### src/rtl/ccg_pkg.sv
// Package for the CRC codeword generator: widths, register indexes,
// reset values and the queue entry type. No dependencies.
`default_nettype none

package ccg_pkg;

    localparam int MAX_GEN_LEN = 32;
    localparam int GEN_LEN_TOP = (MAX_GEN_LEN < 2) ? 2 :
                                 ((MAX_GEN_LEN < 32) ? MAX_GEN_LEN : 32);

    localparam int LEN_W  = 6;
    localparam int POLY_W = 31;
    localparam int REM_W  = 31;
    localparam int DEG_W  = 5;

    localparam int Q_DEPTH = 4;
    localparam int Q_PTR_W = 2;
    localparam int Q_CNT_W = 3;

    localparam int CFG_ADDR_W = 1;
    localparam int CFG_DATA_W = 31;

    localparam logic [CFG_ADDR_W-1:0] REG_GEN_LENGTH     = 1'b0;
    localparam logic [CFG_ADDR_W-1:0] REG_GENERATOR_POLY = 1'b1;

    localparam logic [LEN_W-1:0]  GEN_LENGTH_RST     = 6'd17;
    localparam logic [POLY_W-1:0] GENERATOR_POLY_RST = 31'd4129;

    typedef struct packed {
        logic             data_bit;
        logic             quotient;
        logic             last;
        logic [REM_W-1:0] rem_aligned;
        logic [DEG_W-1:0] deg;
    } ccg_entry_t;

endpackage

`default_nettype wire

### src/rtl/ccg_front.sv
// Front end: configuration registers, running remainder, and item
// classification into queue entries. Depends on ccg_pkg.
`default_nettype none

module ccg_front
(
    input  wire                              clk,
    input  wire                              rst_n,
    input  wire                              cfg_we,
    input  wire  [ccg_pkg::CFG_ADDR_W-1:0]   cfg_addr,
    input  wire  [ccg_pkg::CFG_DATA_W-1:0]   cfg_wdata,
    input  wire                              accept,
    input  wire                              data_bit,
    input  wire                              last_bit,
    output ccg_pkg::ccg_entry_t              entry
);
    import ccg_pkg::*;

    logic [LEN_W-1:0]  gen_length_reg;
    logic [POLY_W-1:0] generator_poly_reg;
    logic [REM_W-1:0]  remainder_reg;
    logic [REM_W-1:0]  remainder_next;

    logic [LEN_W-1:0]  n_eff;
    logic [DEG_W-1:0]  deg;
    logic [REM_W-1:0]  mask;
    logic [REM_W-1:0]  rem_masked;
    logic [REM_W-1:0]  rem_shift;
    logic              quo;

    always_comb
    begin
        if (gen_length_reg < LEN_W'(2))
            n_eff = LEN_W'(2);
        else if (gen_length_reg > LEN_W'(GEN_LEN_TOP))
            n_eff = LEN_W'(GEN_LEN_TOP);
        else
            n_eff = gen_length_reg;
        deg        = DEG_W'(n_eff - LEN_W'(1));
        mask       = ~({REM_W{1'b1}} << deg);
        rem_masked = remainder_reg & mask;
        quo        = data_bit ^ rem_masked[deg - DEG_W'(1)];
        rem_shift  = (rem_masked << 1) & mask;
        if (quo)
            remainder_next = rem_shift ^ (generator_poly_reg & mask);
        else
            remainder_next = rem_shift;
    end

    always_comb
    begin
        entry.data_bit    = data_bit;
        entry.quotient    = quo;
        entry.last        = last_bit;
        entry.rem_aligned = remainder_next << (DEG_W'(REM_W) - deg);
        entry.deg         = deg;
    end

    always_ff @(posedge clk or negedge rst_n)
    begin
        if (!rst_n)
        begin
            gen_length_reg     <= GEN_LENGTH_RST;
            generator_poly_reg <= GENERATOR_POLY_RST;
        end
        else if (cfg_we)
        begin
            case (cfg_addr)
                REG_GEN_LENGTH:     gen_length_reg     <= cfg_wdata[LEN_W-1:0];
                REG_GENERATOR_POLY: generator_poly_reg <= cfg_wdata[POLY_W-1:0];
                default:            ;
            endcase
        end
    end

    always_ff @(posedge clk or negedge rst_n)
    begin
        if (!rst_n)
            remainder_reg <= '0;
        else if (accept)
        begin
            if (last_bit)
                remainder_reg <= '0;
            else
                remainder_reg <= remainder_next;
        end
    end

endmodule

`default_nettype wire

### src/rtl/ccg_queue.sv
// Short queue of classified items between front and back ends.
// Depends on ccg_pkg.
`default_nettype none

module ccg_queue
(
    input  wire                  clk,
    input  wire                  rst_n,
    input  wire                  wr_en,
    input  ccg_pkg::ccg_entry_t  wr_data,
    output logic                 full,
    input  wire                  rd_en,
    output ccg_pkg::ccg_entry_t  rd_data,
    output logic                 empty
);
    import ccg_pkg::*;

    ccg_entry_t           mem_reg [Q_DEPTH];
    logic [Q_PTR_W-1:0]   wr_ptr_reg;
    logic [Q_PTR_W-1:0]   rd_ptr_reg;
    logic [Q_CNT_W-1:0]   count_reg;
    logic [Q_CNT_W-1:0]   count_next;
    logic                 do_wr;
    logic                 do_rd;

    assign full    = (count_reg == Q_CNT_W'(Q_DEPTH));
    assign empty   = (count_reg == '0);
    assign do_wr   = wr_en && !full;
    assign do_rd   = rd_en && !empty;
    assign rd_data = mem_reg[rd_ptr_reg];

    always_comb
    begin
        count_next = count_reg;
        if (do_wr && !do_rd)
            count_next = count_reg + Q_CNT_W'(1);
        else if (do_rd && !do_wr)
            count_next = count_reg - Q_CNT_W'(1);
    end

    always_ff @(posedge clk)
    begin
        if (do_wr)
            mem_reg[wr_ptr_reg] <= wr_data;
    end

    always_ff @(posedge clk or negedge rst_n)
    begin
        if (!rst_n)
        begin
            wr_ptr_reg <= '0;
            rd_ptr_reg <= '0;
            count_reg  <= '0;
        end
        else
        begin
            if (do_wr)
                wr_ptr_reg <= wr_ptr_reg + Q_PTR_W'(1);
            if (do_rd)
                rd_ptr_reg <= rd_ptr_reg + Q_PTR_W'(1);
            count_reg <= count_next;
        end
    end

endmodule

`default_nettype wire

### src/rtl/ccg_back.sv
// Back end: output register and check-bit serializer.
// Depends on ccg_pkg.
`default_nettype none

module ccg_back
(
    input  wire                  clk,
    input  wire                  rst_n,
    input  ccg_pkg::ccg_entry_t  q_data,
    input  wire                  q_empty,
    output logic                 q_pop,
    input  wire                  pop,
    output logic                 empty,
    output logic                 code_bit,
    output logic                 quotient_bit,
    output logic                 is_check,
    output logic                 last_out
);
    import ccg_pkg::*;

    logic              out_valid_reg;
    logic              code_reg;
    logic              quo_reg;
    logic              chk_reg;
    logic              last_reg;
    logic [REM_W-1:0]  sr_reg;
    logic [DEG_W-1:0]  cnt_reg;
    logic              advance;

    assign advance      = !out_valid_reg || pop;
    assign q_pop        = advance && (cnt_reg == '0) && !q_empty;
    assign empty        = !out_valid_reg;
    assign code_bit     = code_reg;
    assign quotient_bit = quo_reg;
    assign is_check     = chk_reg;
    assign last_out     = last_reg;

    always_ff @(posedge clk or negedge rst_n)
    begin
        if (!rst_n)
        begin
            out_valid_reg <= 1'b0;
            cnt_reg       <= '0;
        end
        else if (advance)
        begin
            if (cnt_reg != '0)
            begin
                out_valid_reg <= 1'b1;
                cnt_reg       <= cnt_reg - DEG_W'(1);
            end
            else if (!q_empty)
            begin
                out_valid_reg <= 1'b1;
                cnt_reg       <= q_data.last ? q_data.deg : '0;
            end
            else
                out_valid_reg <= 1'b0;
        end
    end

    always_ff @(posedge clk)
    begin
        if (advance)
        begin
            if (cnt_reg != '0)
            begin
                code_reg <= sr_reg[REM_W-1];
                quo_reg  <= 1'b0;
                chk_reg  <= 1'b1;
                last_reg <= (cnt_reg == DEG_W'(1));
                sr_reg   <= sr_reg << 1;
            end
            else if (!q_empty)
            begin
                code_reg <= q_data.data_bit;
                quo_reg  <= q_data.quotient;
                chk_reg  <= 1'b0;
                last_reg <= 1'b0;
                sr_reg   <= q_data.rem_aligned;
            end
        end
    end

endmodule

`default_nettype wire

### src/rtl/crc_codeword_generator_core.sv
// Top level of the CRC codeword generator: front end, queue, back end.
// Depends on ccg_pkg, ccg_front, ccg_queue, ccg_back.
`default_nettype none

// Systematic CRC encoder. Message bits enter one per cycle while full is
// low, MSB first, and each leaves as one item carrying the bit and its
// quotient bit. An input item with last_bit set is followed at the output
// by n-1 check bits, highest first, the final one flagged last_out; the
// running remainder is cleared at once, so the next message may enter
// right away. The input takes one item per cycle unless full is high; the
// serializer emits the check bits one by one, and a 4-entry queue lets
// input run ahead meanwhile.
// n = gen_length clamped to 2..32. Write configuration only while idle.
module crc_codeword_generator_core
(
    input  wire                              clk,
    input  wire                              rst_n,
    input  wire                              cfg_we,
    input  wire  [ccg_pkg::CFG_ADDR_W-1:0]   cfg_addr,
    input  wire  [ccg_pkg::CFG_DATA_W-1:0]   cfg_wdata,
    input  wire                              push,
    output logic                             full,
    input  wire                              data_bit,
    input  wire                              last_bit,
    output logic                             empty,
    input  wire                              pop,
    output logic                             code_bit,
    output logic                             quotient_bit,
    output logic                             is_check,
    output logic                             last_out
);
    import ccg_pkg::*;

    ccg_entry_t front_entry;
    ccg_entry_t q_data;
    logic       q_empty;
    logic       q_pop;
    logic       accept;

    assign accept = push && !full;

    ccg_front u_front
    (
        .clk       (clk),
        .rst_n     (rst_n),
        .cfg_we    (cfg_we),
        .cfg_addr  (cfg_addr),
        .cfg_wdata (cfg_wdata),
        .accept    (accept),
        .data_bit  (data_bit),
        .last_bit  (last_bit),
        .entry     (front_entry)
    );

    ccg_queue u_queue
    (
        .clk     (clk),
        .rst_n   (rst_n),
        .wr_en   (push),
        .wr_data (front_entry),
        .full    (full),
        .rd_en   (q_pop),
        .rd_data (q_data),
        .empty   (q_empty)
    );

    ccg_back u_back
    (
        .clk          (clk),
        .rst_n        (rst_n),
        .q_data       (q_data),
        .q_empty      (q_empty),
        .q_pop        (q_pop),
        .pop          (pop),
        .empty        (empty),
        .code_bit     (code_bit),
        .quotient_bit (quotient_bit),
        .is_check     (is_check),
        .last_out     (last_out)
    );

endmodule

`default_nettype wire

### config.mk
export PLATFORM = sky130hd
export DESIGN_NAME = crc_codeword_generator_core
export DESIGN_NICKNAME = d
export VERILOG_FILES = /design/src/rtl/ccg_pkg.sv /design/src/rtl/ccg_front.sv /design/src/rtl/ccg_queue.sv /design/src/rtl/ccg_back.sv /design/src/rtl/crc_codeword_generator_core.sv
export SDC_FILE = /design/constraint.sdc
export NUM_CORES = 1
export LEC_CHECK = 0
export BUFFER_PORTS_ARGS = -buffer_cell sky130_fd_sc_hd__buf_4
export CORE_MARGIN = 2
export CORE_UTILIZATION = 30
export DETAILED_ROUTE_END_ITERATION = 16
export PLACE_DENSITY = 0.45
export SLEW_MARGIN = 20
export SYNTH_ARGS = -nofsm -noshare
export SYNTH_HDL_FRONTEND = slang
export SYNTH_HIERARCHICAL = 1
export SYNTH_SLANG_ARGS = --single-unit
### constraint.sdc
create_clock -name clk -period 20.3 [get_ports clk]
set_clock_uncertainty 0.15 [all_clocks]
set_input_delay 1.015 -clock clk [delete_from_list [all_inputs] [get_ports clk]]
set_output_delay 1.015 -clock clk [all_outputs]
set_load 0.1 [all_outputs]
# Word-level counts from Yosys, hierarchy flattened
# Memories as Yosys holds them, arrays and structs flattened.
# Cells that the tools add are included.
# word_totals
memories,1
word_cells,79
ff_bits,116
ram_bits,156
in_bits,39
# memory_table
memory,words,word_bits,rd,rd_ports_with_merged_regs,wr,line,rtl
u_queue.mem_reg,4,39,1,0,1,ccg_queue.sv:18,ccg_entry_t mem_reg [Q_DEPTH];
# classes
n_lt_le_gt_ge,3
shift,2
n_eq_ne,3
addsub,8
muxes,22
bitwise,7
n_reduce_logical,19
# op_table
operator,count
$mux W31,4
$and A31 B31 Y31,3
$not A31 Y31,1
$shl A31 B5 Y31,1
$shl A31 B5 Y31 const A,1
$xor A31 B31 Y31,1
$mux W5,5
$sub A5 B1 Y5 const B,3
$mux W1,10
$gt A6 B6 Y1 const B,1
$logic_and A1 B1 Y1,6
$lt A5 B6 Y1 const B,1
$lt A6 B2 Y1 const B,1
$mux W3,2
$reduce_and A2 Y1,3
$bmux W1 S5,1
$eq A5 B1 Y1 const B,1
$logic_not A1 Y1,5
$logic_not A5 Y1,1
$reduce_bool A5 Y1,1
$sub A5 B5 Y5 const A,1
$add A2 B1 Y2 const B,2
$add A3 B1 Y3 const B,1
$eq A3 B3 Y1 const B,1
other kinds (7),7

# Longest topological paths before layout
# logic_depth
depth_word,12
ltp_mapped,29
mapped_depth_nobuf,22

# Modules after synthesis
# Netlist, hierarchy kept.
# modules_own_cells
module,instances,area_per_inst_um2,cells_each,seq_area_each_um2
ccg_front,1,7239.4,902,1707.9
ccg_queue,1,6103.4,240,4859.7
ccg_back,1,1883.1,189,1201.2
crc_codeword_generator_core,1,13.8,1,0.0

# Worst setup path before layout
# No wires, ideal clock.
# synth_path
path_type,register -> register
startpoint,reg u_front.gen_length_reg[2]
endpoint,mem u_queue/mem_reg[0][20] in the netlist's numbering (data pin)
slack_ns,12.909
setup_ns,0.179
stages_incl_launch_ff,29
arrival_time_ns,7.062
path_cell_list,dfrtp_1 > buf_6 > nor4_1 > nor2_1 > inv_1 > clkbuf_1 > buf_1 > clkbuf_1 > clkbuf_1 > ha_1 > xnor2_1 > clkbuf_1 > buf_1 > inv_1 > ha_1 > clkbuf_1 > o41ai_1 > o21ai_0 > a31oi_1 > o32a_1 > o21a_1 > buf_6 > buf_6 > mux2i_1 > mux2i_1 > nor2_1 > mux4_2 > a21o_1 > a21oi_1
# synth_lines
item,line,rtl
start: declaration,ccg_front.sv:19,logic [LEN_W-1:0] gen_length_reg;
start signal: assignment,ccg_front.sv:69,REG_GEN_LENGTH: gen_length_reg <= cfg_wdata[LEN_W-1:0];
end: declaration,ccg_queue.sv:18,

==> metrics.log <==
[metrics] path type of the worst setup path: register to register
[metrics] Worst Max-Slew Pin Slew: 1190 ps
[metrics] Max Cap Violations: 0
[metrics] switching share of power: 39.9%
[metrics] RSZ-0062 raised after global routing: false
[metrics] number of remaining DRC errors: 0
[metrics] met3 Resource Use GR: under 10%
[metrics] area growth from synthesis to final layout: 12.8%
[metrics] number of rows in the core area: 82
[metrics] per-instance average area after synthesis: between 10 and 15 sq um
[metrics] CTS Root Cell: clkbuf_16
[metrics] CTS HTree Levels: 1
[metrics] run status: finished clean
[metrics] Port Buffer Count: 44
[metrics] clock sink count: 272
[metrics] Max FO, Critical Path: 62
[metrics] worst setup slack for register-to-register paths: 10,770 ps
[metrics] Power Density: 138 nW/um^2
[metrics] clk buf depth: 3
[metrics] post-route setup TNS: 0 ps
[metrics] internal power: 1.43 mW
[metrics] utilization after layout: about 34%
[metrics] global-route wire length before repair: 75,300 um
[metrics] number of clock buffers inserted by TritonCTS: 31
[metrics] pin count of the biggest net entering global routing: between 60 and 70
[metrics] cells traversed along the worst timing path: nor4_1 > nor2_4 > buf_4 > clkinv_1 > buf_4 > ha_1 > or3b_4 > mux2i_4 > nand3_1 > nor2_1 > a211oi_1 > a221o_1 > o21a_2 > xor2_2 > clkinv_1 > a311oi_1 > a211oi_1 > o221ai_1 > mux2i_1 > o22ai_1
[metrics] via count of the first global-routing pass: 11,200
[metrics] Cell Area, Synth: 15,200 sq um
[metrics] Place WS: 11,060 ps
[metrics] Post-Route WL: 49,600 um
[metrics] Critical Path Stages: 20
[metrics] post-detailed-route via-to-cell ratio: 5.53
[metrics] routing usage on met2: 30.4%
[metrics] remaining global-route overflow: 0
[metrics] router iterations before antenna repair: 5
[metrics] Core Box Area: around 50,000 sq um
[metrics] most common flop cell mapped by yosys: edfxtp_1
[metrics] remaining max-slew budget at the tightest pin: 18.6%
[metrics] gate count of the mapped netlist: 1,332
[metrics] area taken by multi-input logic gates: slightly below 7000 sq um
[metrics] quantity of gates resized following cts: 0
[metrics] CP max stage delay: 900 ps
[metrics] Final Hold Viols: 0
[metrics] die boundary width: 229 um
[metrics] busiest layer in global routing: met2
[metrics] switching power of the nets: around 0.95 mW
[metrics] relative contribution of the clock network to total power: 24.0%
[metrics] DRT iter0 DRCs: 1,172
[metrics] placer congestion estimate: 0.909
[metrics] buffering stage count on the worst path with inverters included: 4
[metrics] fill cell instance count of the final layout: 5,033
[metrics] CTS tree: yes
[metrics] reg2reg start: u_front/gen_length_reg[2]$_DFFE_PN0P_
[metrics] worst endpoint data arrival time: 9740 ps
[metrics] number of setup violations in the final report: 0
[metrics] Cell Area, Placed: 16,200 sq um
[metrics] number of placed I/O pins: 45
[metrics] kind of path behind the tightest hold check: input pin to async pin
[metrics] Register Area: approximately 7800 sq um
[metrics] Post-Syn Nets: 1,384
[metrics] share of the clock period used by the worst path after layout: 47.0%
[metrics] number of antenna violations at the first check in global routing: 0
[metrics] post-layout power: 2.38 mW
[metrics] Unique masters post-synth: 90
[metrics] max-slew violation count: 0
[metrics] IR drop worst, VDD: between 0.07 and 0.08 mV
[metrics] All-Layer GR Usage: 18.8%
[metrics] hold_buf cts: 0
[metrics] latest clock arrival within the worst-skew pair: 610 ps
[metrics] vias: 11,300
[metrics] Inserted Diodes: 0
[metrics] sequential area share after synthesis: 51.0%
[metrics] flip-flop and latch count after synthesis: 272
[metrics] critical path startpoint category: register
[metrics] overall die height: around 230 um
[metrics] starting density of the core: 30.4%
[metrics] Max stage delay cell, worst path: nor2_1
[metrics] top area cells in the synthesized netlist: edfxtp_1 (38%), dfrtp_1 (12%), mux4_2 (6.7%)
[metrics] HPWL reported at the end of detailed placement: 34,400 um
[metrics] clock-pin transition on the worst setup and hold timing paths: 60 ps
[metrics] number of nets in the layout: 1,396
[metrics] Routed wire per std cell: between 20 and 25 um
[metrics] sequential share of power: 36.0%
[metrics] fraction of met1 tracks used by global routing: 26.1%
[metrics] r2r worst-path depth: 20
[metrics] slack of the critical path: 10,770 ps
[metrics] data required time of the worst path: 20,500 ps
[metrics] number of synthesis warnings: 6
[metrics] fraction of post-synthesis cell area in the top cell type by area: 37.6%
[metrics] post-route cell area: between 15,000 and 20,000 sq um
[metrics] Largest register FFs: 156
[metrics] share of synthesized flip-flops with an asynchronous set or reset: 29.8%
[metrics] leakage power: 6.14 nW
[metrics] launching element of the worst setup path: u_front/gen_length_reg[2]$_DFFE_PN0P_
[metrics] setup bufs post-CTS: 0
[metrics] type of destination of the critical path: register
[metrics] kind of cell with the highest combined delay on the critical path: simple AND/OR/NAND/NOR gates
[metrics] fraction of power consumed by combinational cells: approximately two fifths
[metrics] maximum frequency from static timing analysis: 105 MHz
[metrics] share of final-layout standard cells stronger than drive strength 1: 18.3%
[metrics] largest area contributor in the synthesized netlist: edfxtp_1
[metrics] number of routed nets with antenna violations: 0
[metrics] shortest period the worst path allows: 9530 ps
[metrics] DIE AREA: 52,600 sq um
[metrics] EDFF count, synth: 191
-- Yosys cell counts (5+ instances only) --
cell type	instances
nand2_1	203
edfxtp_1	191
dfrtp_1	76
nor2_1	71
mux2i_1	49
clkbuf_1	48
nand3_1	48
mux4_2	45
mux2_2	44
a21oi_1	41
nor3_1	34
o21ai_0	33
nand2b_1	30
inv_1	28
xnor2_1	24
a211oi_1	20
a32o_1	18
a31oi_1	15
buf_1	15
nand4_1	14
xor2_1	13
and2_1	12
buf_2	12
ha_1	12
nor2b_1	12
nor4_1	12
o2bb2ai_1	12
o211ai_1	11
or3_1	10
a22oi_1	9
a32oi_1	8
o22ai_1	8
a311oi_1	7
and3_1	7
o32ai_1	7
a21o_1	6
a22o_1	5
buf_4	5
buf_6	5
dfstp_2	5
nand3b_1	5
o311ai_0	5
o31ai_1	5
o41ai_1	5
-- cell type report --
| class | count | area share, % |
|---|---|---|
| sequential | 272 | 45.2 |
| multi-input combinational | 937 | 40.2 |
| inverter | 34 | 0.742 |
| clock buffer | 36 | 4.62 |
| clock inverter | 22 | 1.38 |
| tap | 672 | 4.89 |
| timing repair buffer | 68 | 2.97 |
-- per-stage QoR --
step | std cells | hold WS [ps]
after floorplan | 1332 | 295
after global placement | 1983 | 313
after detailed placement | 1983 | 340
after CTS | 2041 | 286
after global routing | 2041 | 298
final | 2041 | 269
-- power groups by stage --
stage	Clock [mW]	Combinational [mW]	Sequential, mW
2_1_floorplan	0	0.663	0.830
3_3_place_gp	0	0.940	0.866
3_5_place_dp	0	0.940	0.869
4_1_cts	0.589	0.943	0.859
5_1_grt	0.611	1.02	0.873
6_report	0.571	0.952	0.857
-- logic make-up after synthesis --
logic type / after synthesis / share of synthesized area, %
xor+xnor: 39 / 2.34
mux: 144 / 14.0
flops: 272 / 51.0
fa+ha+maj: 14 / 1.18
simple gates: 478 / 14.9
buf+inv: 123 / 3.92
compound gates: 262 / 12.7
-- placed cells by master, fill, tap and decap left out, types with 9 or more instances in the layout --
| cell | count |
|---|---|
| o211ai_1 | 11 |
| clkbuf_16 | 31 |
| clkinv_2 | 9 |
| xnor2_1 | 23 |
| nor2b_1 | 12 |
| mux2i_1 | 49 |
| nor4_1 | 12 |
| ha_1 | 12 |
| nor3_1 | 34 |
| a31oi_1 | 15 |
| a21oi_1 | 41 |
| mux4_2 | 45 |
| nor2_1 | 70 |
| buf_4 | 68 |
| o21ai_0 | 33 |
| nand2_1 | 203 |
| inv_1 | 27 |
| nand4_1 | 14 |
| edfxtp_1 | 191 |
| xor2_1 | 13 |
| dfrtp_1 | 74 |
| mux2_2 | 44 |
| or3_1 | 10 |
| nand2b_1 | 30 |
| nand3_1 | 48 |
| a32o_1 | 18 |
| a211oi_1 | 20 |
| a22oi_1 | 9 |
| o2bb2ai_1 | 12 |
-- layer usage --
metal,up-vias,routed length [um]
met3,92,2830
met5,-,0
met1,5642,22100
met2,454,22900
li1,5090,-
met4,0,1750
-- worst paths after layout --
path / to
max: u_queue/mem_reg[2][27]$_DFFE_PP_
min: u_front/generator_poly_reg[22]$_DFFE_PN0P_
max in group asynchronous: u_front/remainder_reg[25]$_DFFE_PN0P_
min reg2reg: u_queue/count_reg[2]$_DFFE_PN0P_
max reg2reg: u_queue/mem_reg[2][27]$_DFFE_PP_
min in group clk: u_queue/count_reg[2]$_DFFE_PN0P_
Note: power is estimated with default switching activity, not from simulation.
